## config.mk

```make
export PLATFORM = sky130hd
export DESIGN_NAME = continued_fraction_approximator
export DESIGN_NICKNAME = d
export VERILOG_FILES = /design/src/design/cfa_pkg.sv /design/src/design/cfa_div_mac.sv /design/src/design/continued_fraction_approximator.sv
export SDC_FILE = /design/constraint.sdc
export NUM_CORES = 2
export LEC_CHECK = 0
export BUFFER_PORTS_ARGS = -buffer_cell sky130_fd_sc_hd__buf_2
export CORE_UTILIZATION = 55
export CTS_CLUSTER_SIZE = 12
export DETAILED_ROUTE_END_ITERATION = 6
export PLACE_DENSITY = 0.81
export RECOVER_POWER = 100
export SETUP_SLACK_MARGIN = 0.05
export SLEW_MARGIN = 10
export SYNTH_ARGS = -nofsm -noshare
export SYNTH_HDL_FRONTEND = slang
export SYNTH_HIERARCHICAL = 1
export SYNTH_SLANG_ARGS = --single-unit
export TNS_END_PERCENT = 30
```

## constraint.sdc

```tcl
create_clock -name i_clk -period 21.8 [get_ports i_clk]
set_input_delay 4.36 -clock i_clk [delete_from_list [all_inputs] [get_ports i_clk]]
set_output_delay 4.36 -clock i_clk [all_outputs]
set_load 0.01 [all_outputs]
```

## src/design/cfa_pkg.sv

```systemverilog
// Shared types and constants of the continued fraction approximator.
// No dependencies; used by the top level and the checker.
package cfa_pkg;

    localparam int INT_W       = 31;
    localparam int FRAC_W      = 32;
    localparam int NUM_W       = 63;
    localparam int DEN_W       = 33;
    localparam int TOL_W       = 32;
    localparam int MAX_RESULTS = 48;
    localparam int CNT_W       = 6;

    localparam logic [TOL_W-1:0] TOL_RESET = 32'd4000000000;

    typedef struct packed {
        logic [INT_W-1:0]  int_part;
        logic [FRAC_W-1:0] frac_part;
    } t_cfa_in;

    typedef struct packed {
        logic [NUM_W-1:0] numerator;
        logic [DEN_W-1:0] denominator;
        logic             exact;
        logic             last;
    } t_cfa_out;

    typedef enum logic [2:0] {
        ST_IDLE,
        ST_LOAD,
        ST_START,
        ST_DIV,
        ST_ADD,
        ST_CHK,
        ST_EMIT
    } t_cfa_state;

endpackage

```

## src/design/cfa_div_mac.sv

```systemverilog
// Bit-serial restoring divider that also accumulates quotient * two multiplicands.
// No dependencies; instantiated by continued_fraction_approximator.
module cfa_div_mac #(
    parameter int W = 33
) (
    input  logic         i_clk,
    input  logic         i_rst_n,
    input  logic         i_start,
    input  logic [W-1:0] i_dividend,
    input  logic [W-1:0] i_divisor,
    input  logic [W-1:0] i_mcand_a,
    input  logic [W-1:0] i_mcand_b,
    output logic         o_done,
    output logic [W-1:0] o_rem,
    output logic [W-1:0] o_prod_a,
    output logic [W-1:0] o_prod_b
);

    localparam int CW = $clog2(W + 1);

    logic          r_busy;
    logic          r_done;
    logic [CW-1:0] r_cnt;
    logic [W-1:0]  r_sh;
    logic [W-1:0]  r_rem;
    logic [W-1:0]  r_acc_a;
    logic [W-1:0]  r_acc_b;

    logic [W:0]    w_trial;
    logic [W:0]    w_sub;
    logic          w_ge;
    logic [W-1:0]  n_rem;
    logic [W-1:0]  n_acc_a;
    logic [W-1:0]  n_acc_b;

    // one quotient bit per cycle, MSB first; divisor and multiplicands hold during a run
    always_comb begin
        w_trial = {r_rem, r_sh[W-1]};
        w_sub   = w_trial - {1'b0, i_divisor};
        w_ge    = (w_trial >= {1'b0, i_divisor});
        n_rem   = w_ge ? w_sub[W-1:0] : w_trial[W-1:0];
        n_acc_a = (r_acc_a << 1) + (w_ge ? i_mcand_a : '0);
        n_acc_b = (r_acc_b << 1) + (w_ge ? i_mcand_b : '0);
    end

    always_ff @(posedge i_clk) begin
        if (!i_rst_n) begin
            r_busy <= 1'b0;
            r_done <= 1'b0;
            r_cnt  <= '0;
        end else begin
            r_done <= r_busy && (r_cnt == CW'(1));
            if (i_start) begin
                r_busy <= 1'b1;
                r_cnt  <= CW'(W);
            end else if (r_busy) begin
                r_cnt <= r_cnt - CW'(1);
                if (r_cnt == CW'(1)) begin
                    r_busy <= 1'b0;
                end
            end
        end
    end

    always_ff @(posedge i_clk) begin
        if (i_start) begin
            r_sh    <= i_dividend;
            r_rem   <= '0;
            r_acc_a <= '0;
            r_acc_b <= '0;
        end else if (r_busy) begin
            r_sh    <= r_sh << 1;
            r_rem   <= n_rem;
            r_acc_a <= n_acc_a;
            r_acc_b <= n_acc_b;
        end
    end

    assign o_done   = r_done;
    assign o_rem    = r_rem;
    assign o_prod_a = r_acc_a;
    assign o_prod_b = r_acc_b;

endmodule

```

## src/design/continued_fraction_approximator.sv

```systemverilog
// Continued fraction approximator. Takes int_part + frac_part / 2^FRAC_BITS and
// expands the fraction by Euclid steps, emitting each convergent p/q as
// numerator = int_part * q + p and denominator = q, starting with 1/a1. The
// sequence ends with last set on the first convergent whose relative error is
// within 1/tolerance_inverse, on an exact convergent (exact set), or on the
// 48th result; a zero fraction gives int_part/1 alone. One input transaction is
// worked at a time and o_in_stall stays high until its last result has been
// written to the output register; that register lets the next input
// transaction be taken while the final result still waits downstream. For
// each result a bit-serial divider produces the partial quotient and the new
// convergent products one bit a cycle, then a second bit-serial pass does the
// exact error test and forms int_part * q. tolerance_inverse is written through
// i_cfg_we / i_cfg_data; the user must do so only while the block is idle, as
// the block itself does not enforce it. A value of zero ends every expansion
// at its first convergent.
// Depends on cfa_pkg and cfa_div_mac.
module continued_fraction_approximator
    import cfa_pkg::*;
#(
    parameter int FRAC_BITS = 32
) (
    input  logic             i_clk,
    input  logic             i_rst_n,
    // input channel
    input  logic             i_in_valid,
    output logic             o_in_stall,
    input  t_cfa_in          i_in_data,
    // output channel
    output logic             o_out_valid,
    input  logic             i_out_stall,
    output t_cfa_out         o_out_data,
    // tolerance_inverse write port
    input  logic             i_cfg_we,
    input  logic [TOL_W-1:0] i_cfg_data
);

    // every convergent term is bounded by 2^FRAC_BITS
    localparam int DW     = FRAC_BITS + 1;
    // check pass length covers both q and int_part
    localparam int L      = (DW > INT_W) ? DW : INT_W;
    // signed f*q - r*tol never reaches 2^(L+32) in magnitude
    localparam int DIFF_W = L + TOL_W + 1;
    localparam int BIT_W  = $clog2(L + 1);

    localparam logic [DW-1:0]   DIVIDEND_INIT = {1'b1, {FRAC_BITS{1'b0}}};
    localparam logic [FRAC_W:0] FMASK_X = (FRAC_BITS >= FRAC_W) ?
        {(FRAC_W + 1){1'b1}} :
        ((FRAC_W + 1)'(1) << FRAC_BITS) - (FRAC_W + 1)'(1);

    t_cfa_state r_state, n_state;

    logic [TOL_W-1:0]  r_tol;
    t_cfa_in           r_in;
    logic [FRAC_W-1:0] r_frac;

    // convergent pair and Euclid pair
    logic [DW-1:0]     r_prev_num, r_cur_num;
    logic [DW-1:0]     r_prev_den, r_cur_den;
    logic [DW-1:0]     r_dividend, r_divisor;
    logic [CNT_W-1:0]  r_res_cnt;

    // check pass shift registers
    logic [L-1:0]      r_ck_q, r_ck_r, r_ck_i;
    logic [DIFF_W-1:0] r_diff, n_diff;
    logic [NUM_W-1:0]  r_nacc, n_nacc;
    logic [BIT_W-1:0]  r_bit;

    logic              r_out_valid;
    t_cfa_out          r_out;
    t_cfa_out          w_out;

    logic [FRAC_W-1:0] w_frac;
    logic [DW-1:0]     w_np, w_nq;
    logic              w_exact, w_done;

    logic              in_fire, div_start, emit_fire;
    logic              div_done;
    logic [DW-1:0]     div_rem, div_prod_num, div_prod_den;

    // partial quotient a, a*cur_num and a*cur_den all come out of one serial run
    cfa_div_mac #(
        .W (DW)
    ) u_div (
        .i_clk      (i_clk),
        .i_rst_n    (i_rst_n),
        .i_start    (div_start),
        .i_dividend (r_dividend),
        .i_divisor  (r_divisor),
        .i_mcand_a  (r_cur_num),
        .i_mcand_b  (r_cur_den),
        .o_done     (div_done),
        .o_rem      (div_rem),
        .o_prod_a   (div_prod_num),
        .o_prod_b   (div_prod_den)
    );

    always_comb begin
        w_frac  = r_in.frac_part & FMASK_X[FRAC_W-1:0];
        w_np    = div_prod_num + r_prev_num;
        w_nq    = div_prod_den + r_prev_den;

        // error test r*tol <= f*q, MSB first over bits of q and r
        n_diff  = (r_diff << 1)
                + (r_ck_q[L-1] ? DIFF_W'(r_frac) : '0)
                - (r_ck_r[L-1] ? DIFF_W'(r_tol) : '0);
        // int_part * q, wraps at the numerator width
        n_nacc  = (r_nacc << 1) + (r_ck_i[L-1] ? NUM_W'(r_cur_den) : '0);

        w_exact = (r_divisor == '0);
        w_done  = w_exact || !r_diff[DIFF_W-1] ||
                  (r_res_cnt == CNT_W'(MAX_RESULTS - 1));

        w_out.numerator   = r_nacc + NUM_W'(r_cur_num);
        w_out.denominator = DEN_W'(r_cur_den);
        w_out.exact       = w_exact;
        w_out.last        = w_done;
    end

    // next state
    always_comb begin
        n_state = r_state;
        unique case (r_state)
            ST_IDLE:  if (i_in_valid) n_state = ST_LOAD;
            ST_LOAD:  n_state = (w_frac == '0) ? ST_CHK : ST_START;
            ST_START: n_state = ST_DIV;
            ST_DIV:   if (div_done) n_state = ST_ADD;
            ST_ADD:   n_state = ST_CHK;
            ST_CHK:   if (r_bit == BIT_W'(1)) n_state = ST_EMIT;
            ST_EMIT: begin
                if (!r_out_valid || !i_out_stall) begin
                    n_state = w_done ? ST_IDLE : ST_START;
                end
            end
            default:  n_state = ST_IDLE;
        endcase
    end

    // control outputs
    always_comb begin
        o_in_stall = (r_state != ST_IDLE);
        in_fire    = (r_state == ST_IDLE) && i_in_valid;
        div_start  = (r_state == ST_START);
        // output slot is free now or frees at this edge
        emit_fire  = (r_state == ST_EMIT) && (!r_out_valid || !i_out_stall);
    end

    always_ff @(posedge i_clk) begin
        if (!i_rst_n) begin
            r_state     <= ST_IDLE;
            r_out_valid <= 1'b0;
            r_tol       <= TOL_RESET;
        end else begin
            r_state <= n_state;
            if (i_cfg_we) begin
                r_tol <= i_cfg_data;
            end
            if (emit_fire) begin
                r_out_valid <= 1'b1;
            end else if (!i_out_stall) begin
                r_out_valid <= 1'b0;
            end
        end
    end

    always_ff @(posedge i_clk) begin
        unique case (r_state)
            ST_IDLE: begin
                if (in_fire) begin
                    r_in <= i_in_data;
                end
            end
            ST_LOAD: begin
                // convergents start at 1/0 and 0/1; a zero fraction goes straight
                // to the check pass with q = 1, r = 0
                r_frac     <= w_frac;
                r_prev_num <= DW'(1);
                r_prev_den <= '0;
                r_cur_num  <= '0;
                r_cur_den  <= DW'(1);
                r_dividend <= DIVIDEND_INIT;
                r_divisor  <= DW'(w_frac);
                r_res_cnt  <= '0;
                r_ck_q     <= L'(1);
                r_ck_r     <= '0;
                r_ck_i     <= L'(r_in.int_part);
                r_diff     <= '0;
                r_nacc     <= '0;
                r_bit      <= BIT_W'(L);
            end
            ST_ADD: begin
                r_prev_num <= r_cur_num;
                r_cur_num  <= w_np;
                r_prev_den <= r_cur_den;
                r_cur_den  <= w_nq;
                r_dividend <= r_divisor;
                r_divisor  <= div_rem;
                r_ck_q     <= L'(w_nq);
                r_ck_r     <= L'(div_rem);
                r_ck_i     <= L'(r_in.int_part);
                r_diff     <= '0;
                r_nacc     <= '0;
                r_bit      <= BIT_W'(L);
            end
            ST_CHK: begin
                r_ck_q <= r_ck_q << 1;
                r_ck_r <= r_ck_r << 1;
                r_ck_i <= r_ck_i << 1;
                r_diff <= n_diff;
                r_nacc <= n_nacc;
                r_bit  <= r_bit - BIT_W'(1);
            end
            ST_EMIT: begin
                if (emit_fire) begin
                    r_out     <= w_out;
                    r_res_cnt <= r_res_cnt + CNT_W'(1);
                end
            end
            default: begin
            end
        endcase
    end

    assign o_out_valid = r_out_valid;
    assign o_out_data  = r_out;

endmodule

```

* Word-level counts from Yosys, hierarchy flattened
Index checks and enable logic that the tools add are counted.
Word-level totals: bits in registers 807, input bits 100, logic and storage cells 120
Operators by class: add/subtract/negate cells 12, order comparisons 1, equality and inequality tests 15, mux-type cells 36, bitwise gates (word level) 1, reduce and logical (&&, ||, !) cells 24
Operators with widths (number):
- $pmux 33 s2 | 7
- $mux 33 | 6
- $pmux 33 s3 | 2
- $add 33x33->33 | 4
- $pmux 66 s2 | 1
- $add 63x33->63 | 2
- $pmux 63 s2 | 1
- $add 66x32->66 | 1
- $sub 66x32->66 | 1
- $mux 32 | 2
- $ge 34x33->1 | 1
- $logic_not 33->1 | 1
- $sub 33x33->33 | 1
- $logic_not 32->1 | 1
- $pmux 6 s2 | 2
- $pmux 3 s7 | 1
- $mux 6 | 3
- $mux 3 | 5
- $eq 6x1->1 const B | 2
- $sub 6x1->6 const B | 2
- $eq 3x3->1 const B | 3
- $ne 2x2->1 const B | 4
- $reduce_bool 2->1 | 4
- $add 6x1->6 const B | 1
- other kinds (15) | 31

* Longest topological paths before layout
depth after elaboration 6, gate-level depth with buffers 24

* Cells and area by module
Netlist, hierarchy kept.
By module, submodules not included:
- continued_fraction_approximator | times used 1, cells each 3377, area each 36443.7 um^2, sequential area each 19668.9 um^2
- cfa_div_mac | times used 1, cells each 1211, area each 10447.5 um^2, sequential area each 3133.0 um^2

* Least setup slack after synthesis
Ideal clock, no wire load.
path kind input -> register, from input i_out_stall, to register r_out (netlist bit o_out_data[0]) (enable), setup time 557 ps, arrival 8604 ps, setup slack 12639 ps, stages 3, buffers on the path 0, cell sequence nand2_1 > inv_1 > nor2_1
Between the ends: cells in the longest elaborated chain, start to end 4
Ends and longest elaborated chain:
- start, declared | line continued_fraction_approximator.sv:30 | input logic i_out_stall,
- $logic_not 1->1
- $logic_or 1x1->1 | line continued_fraction_approximator.sv:144 | emit_fire = (r_state == ST_EMIT) && (!r_out_valid || !i_out_stall);
- $logic_and 1x1->1 | line continued_fraction_approximator.sv:144
- named net emit_fire | line continued_fraction_approximator.sv:76 | logic in_fire, div_start, emit_fire;
- $reduce_and 2->1 (no source line)
- end signal, assigned | line continued_fraction_approximator.sv:214 | r_out <= w_out;
- end, declared | line continued_fraction_approximator.sv:69 | t_cfa_out r_out;
The timed path passes the listed nets, and every way through them passes these cells. A chain may end at the register's enable or synchronous reset.

* Worst setup path after layout
from input i_out_stall, to register r_out (netlist bit o_out_data[62]) (enable)
Same word-level chain as after synthesis.

==> impl_summary.log <==
[metrics] count of fill cells added during filler insertion: 6709
[metrics] total gr overflow: 0
[metrics] antenna-violating nets left: 0
[metrics] number of pins with negative max-slew slack in the final report: 1472
[metrics] largest net degree at the start of global routing: 99
[metrics] total via count in the routed design: 35043
[metrics] top post-synthesis cells by count: 664 x edfxtp_1, 515 x nand2_1, 423 x nor2_1, 308 x a21oi_1, 294 x ha_1
[metrics] ys flop type: edfxtp_1
[metrics] time the final worst path needs with I/O delays and setup: 8.893 ns
[metrics] crit-path max cell delay: 2.29 ns
[metrics] starting density of the core: 0.5585
[metrics] syn_nets: 5021
[metrics] vertical die dimension: 294.0 um
[metrics] number of unique standard cell types used by synthesis: 88
[metrics] Pleak: 21.66 nW
[metrics] Final HPWL DP: 79730 um
[metrics] part of the cycle the worst path needs: 0.4079
[metrics] critical path type: in -> reg
[metrics] number of buffers inserted during clock tree synthesis: 87
[metrics] area of the placeable core: 83950 sq um
[metrics] final design instance area without fill: 51390 sq um
[metrics] crit path capture type: flop
[metrics] wire length of the first global-routing pass: 178300 um
[metrics] post-detailed-route wirelength per cell: 18.89 um
[metrics] peak ir drop on the vdd network: 0.08431 mV
[metrics] setup repair after global routing missed its margin: no
[metrics] startpoint types: primary input
[metrics] fraction of synthesized cell area taken by the top area cell type: 0.4252
[metrics] Crit path top cell by count: clkbuf_1
[metrics] Power per Cell Area: 135.8 nW/um^2
[metrics] num ports: 200
[metrics] maximum fanout along the worst path: 59
[metrics] final wirelength: 112000 um
[metrics] aggregate global-route resource usage: 0.2571
[metrics] Placement Rows: 106
[metrics] required time at the endpoint of the critical path: 21.99 ns
[metrics] combinational power share: 0.438
[metrics] share of synthesized area occupied by flip-flops and latches: 0.4863
[metrics] input/output buffers: 199
[metrics] critical path arrival: 9.08 ns
[metrics] top-count cell post-synth: edfxtp_1
[metrics] fraction of registers with async set or reset after synthesis: 0
[metrics] violations in the final reports: max-capacitance violations, max-slew violations
[metrics] tightest slew margin relative to the limit: -1.743
[metrics] area added between synthesis and finish: 9.584%
[metrics] largest buffer count on any clock path: 3
[metrics] Top delay family on crit path: buffers and inverters
[metrics] flip-flop and latch count after synthesis: 807
[metrics] aggregate negative setup slack: 0 ns
[metrics] post-CTS repair timing setup buffer count: 0
[metrics] synthesis warning total: 6
[metrics] Clock Power Share: 0.207
[metrics] antenna violations before repair: 3
[metrics] number of failing setup endpoints in the final timing report: 0
[metrics] CTS sink count: 807
[metrics] area leader, netlist: edfxtp_1
[metrics] initial detailed-routing violation count: 2951
[metrics] count of max-cap constraint violations: 30
[metrics] die footprint: 86430 sq um
[metrics] number of instances resized during post-cts repair: 0
[metrics] Cell Area, Placed: 48930 sq um
[metrics] global placer's final weighted congestion: 0.9575
[metrics] Fin Clk Skew: 0.02284 ns
[metrics] path class of the lowest-slack min-delay path: reg -> reg
[metrics] proportion of layout cells with a drive suffix above 1: 0.06005
[metrics] Final #Nets: 5162
[metrics] buffers and inverters on the worst path: 4
[metrics] switching part of the total: 0.4020
[metrics] worst-margin pin slew: 4.114 ns
[metrics] maximum frequency from static timing analysis: 112.5 MHz
[metrics] Post-route DRC: 0
[metrics] number of global-route vias before repair: 33508
[metrics] Hold Violations, Final: 0
[metrics] count of mapped cells out of synthesis: 4588
[metrics] Sequential Area: 22810 sq um
[metrics] DR vias/cell: 5.908
[metrics] # hold bufs at CTS: 0
[metrics] clock-pin slew reported for the worst setup and hold paths after clock tree synthesis: 0.06 ns
[metrics] part of the power in registers: 0.355
[metrics] area of combinational cells with multiple inputs: 22500 sq um
[metrics] number of synthesized flops with an enable pin: 664
[metrics] top post-synthesis cells by area: edfxtp_1 43%, ha_1 7.8%, dfxtp_1 6.1%, nand2_1 4.1%, nor2_1 3.4%
[metrics] width of the chip: 294.0 um
[metrics] TritonCTS clock tree: done
[metrics] slowest stage cell, crit path: clkbuf_1
[metrics] clk_lat worst skew: 0.66 ns
[metrics] series of cell instances along the critical path: clkbuf_1, nand2_1, inv_1, nor2_4, clkbuf_1, clkbuf_1
[metrics] average cell area after synthesis: 10.22 sq um
[metrics] post-synthesis cell area: 46890 sq um
[metrics] result of the run: finished with violations
[metrics] CTS Root Buffer Type: clkbuf_16
[metrics] total number of H-tree levels: 3
[metrics] net switching power: 2.806 mW
[metrics] Pre-Repair DR Iteration Count: 6
[metrics] internal power contribution: 4.174 mW
logic make-up (layout without fill, tap and decap cells):
| kind of cell | after synthesis | in the layout | share of synthesized area |
|---|---|---|---|
| AND/OR/NAND/NOR | 1601 | 1601 | 0.1615 |
| XOR/XNOR | 320 | 320 | 0.05977 |
| AO/OA/AOI/OAI | 1003 | 1003 | 0.1397 |
| buffers and inverters | 417 | 625 | 0.03394 |
| adder cells (fa/ha/maj) | 333 | 333 | 0.09510 |
| multiplexers | 107 | 107 | 0.02372 |
| flip-flops | 807 | 807 | 0.4863 |
| other | 0 | 1 | 0 |
sequential cells by signal (all words and copies together) (netlist names), 6 cells and up:
| signal | cells |
|---|---|
| r_diff | 66 |
| w_frac | 32 |
| r_cur_num | 33 |
| u_div/o_prod_b | 33 |
| r_prev_num | 33 |
| r_ck_r | 33 |
| r_frac | 32 |
| r_dividend | 33 |
| r_ck_i | 33 |
| r_prev_den | 33 |
| r_bit | 6 |
| r_res_cnt | 6 |
| r_divisor | 33 |
| r_cur_den | 33 |
| u_div/o_rem | 33 |
| u_div/r_sh | 33 |
| r_tol | 32 |
| u_div/o_prod_a | 33 |
| r_in | 31 |
| o_out_data | 98 |
| r_ck_q | 33 |
| u_div/r_cnt | 6 |
| r_nacc | 63 |
stage by stage:
stage / setup slack, ns / utilization / std cells / hold WS (ns) / power, mW
6_report: 12.91 / 0.6121 / 5931 / 0.4642 / 6.981
5_1_grt: 12.50 / 0.6120 / 5930 / 0.4943 / 7.417
4_1_cts: 15.35 / 0.6157 / 5930 / 0.4707 / 6.929
3_5_place_dp: 15.35 / 0.5828 / 5774 / 0.4534 / 5.456
3_3_place_gp: 15.37 / 0.5828 / 5774 / 0.4494 / 5.386
2_1_floorplan: 12.64 / - / 4588 / 0.4327 / 4.751
cells in the final DEF, fill, tap and decap left out, types with 41 or more instances in the layout:
master     Yosys  layout
edfxtp_1     664     664
nand2_1      515     516
nor2_1       423     421
a21oi_1      308     308
ha_1         294     294
inv_1        241     241
a21o_1       201     201
xnor2_1      170     170
o21ai_0      156     159
clkbuf_1     147     156
xor2_1       150     150
dfxtp_1      143     142
and2_1       192     121
and3_1       109     109
buf_2          9      94
clkbuf_16      0      88
mux2i_1       74      74
and2_0         0      72
nand3_1       68      68
nor2b_1       58      58
nor3_1        56      56
nand4_1       52      52
a211oi_1      46      46
a31oi_1       41      41
per-layer routing:
layer / track usage / up-vias / share of wire
met2: 0.3977 / 1304 / 0.44
met5: 0 / - / 0.000089
met1: 0.3645 / 16830 / 0.44
met4: 0.09070 / 2 / 0.032
met3: 0.04335 / 200 / 0.083
li1: - / 16707 / -
cell type report:
type | count | share of cell area
Timing Repair Buffer | 227 | 0.01931
Clock inverter | 36 | 0.007962
Inverter | 242 | 0.01768
Multi-Input combinational cell | 3364 | 0.4378
Antenna cell | 1 | 0.00004870
Clock buffer | 120 | 0.04578
Tap cell | 1134 | 0.02761
Sequential cell | 807 | 0.4438
path summary, 6_finish.rpt:
check	from	depth (start not counted)	slack [ns]	to
worst min register to register	r_tol[19]$_SDFFE_PN1P_	2	0.46	r_tol[19]$_SDFFE_PN1P_
worst min-delay path	r_tol[19]$_SDFFE_PN1P_	2	0.46	r_tol[19]$_SDFFE_PN1P_
worst max-delay path	i_out_stall	6	12.91	o_out_data[62]$_DFFE_PP_
worst max register to register	r_divisor[27]$_DFFE_PP_	21	13.10	u_div/o_prod_a[32]$_SDFFE_PP0P_
worst reg2reg max path: stages (launching register included):
cell and delay [ns]:
edfxtp_1 0.41, inv_1 0.06, ha_1 0.40, nand4_1 0.15
or3_1 0.45, nor4_1 0.41, a21oi_1 0.21, and3_1 0.22
o21ai_4 0.06, clkbuf_1 1.89, and3_1 0.44, ha_1 0.27
a211o_2 0.32, a211o_1 0.28, and2_0 0.19, a2111oi_0 1.53
o211ai_2 0.24, a41oi_1 0.40, o21bai_1 0.10, a21oi_1 0.19
xor2_1 0.16, a211oi_1 0.09
power groups by stage:
stage / Combinational [mW] / Sequential (mW) / Clock [mW]
after detailed placement: 2.99 / 2.47 / 0
after floorplan: 2.37 / 2.38 / 0
after global placement: 2.93 / 2.45 / 0
final: 3.06 / 2.48 / 1.45
after CTS: 3.02 / 2.44 / 1.47
after global routing: 3.38 / 2.52 / 1.52
(Power assumes the default switching activity.)
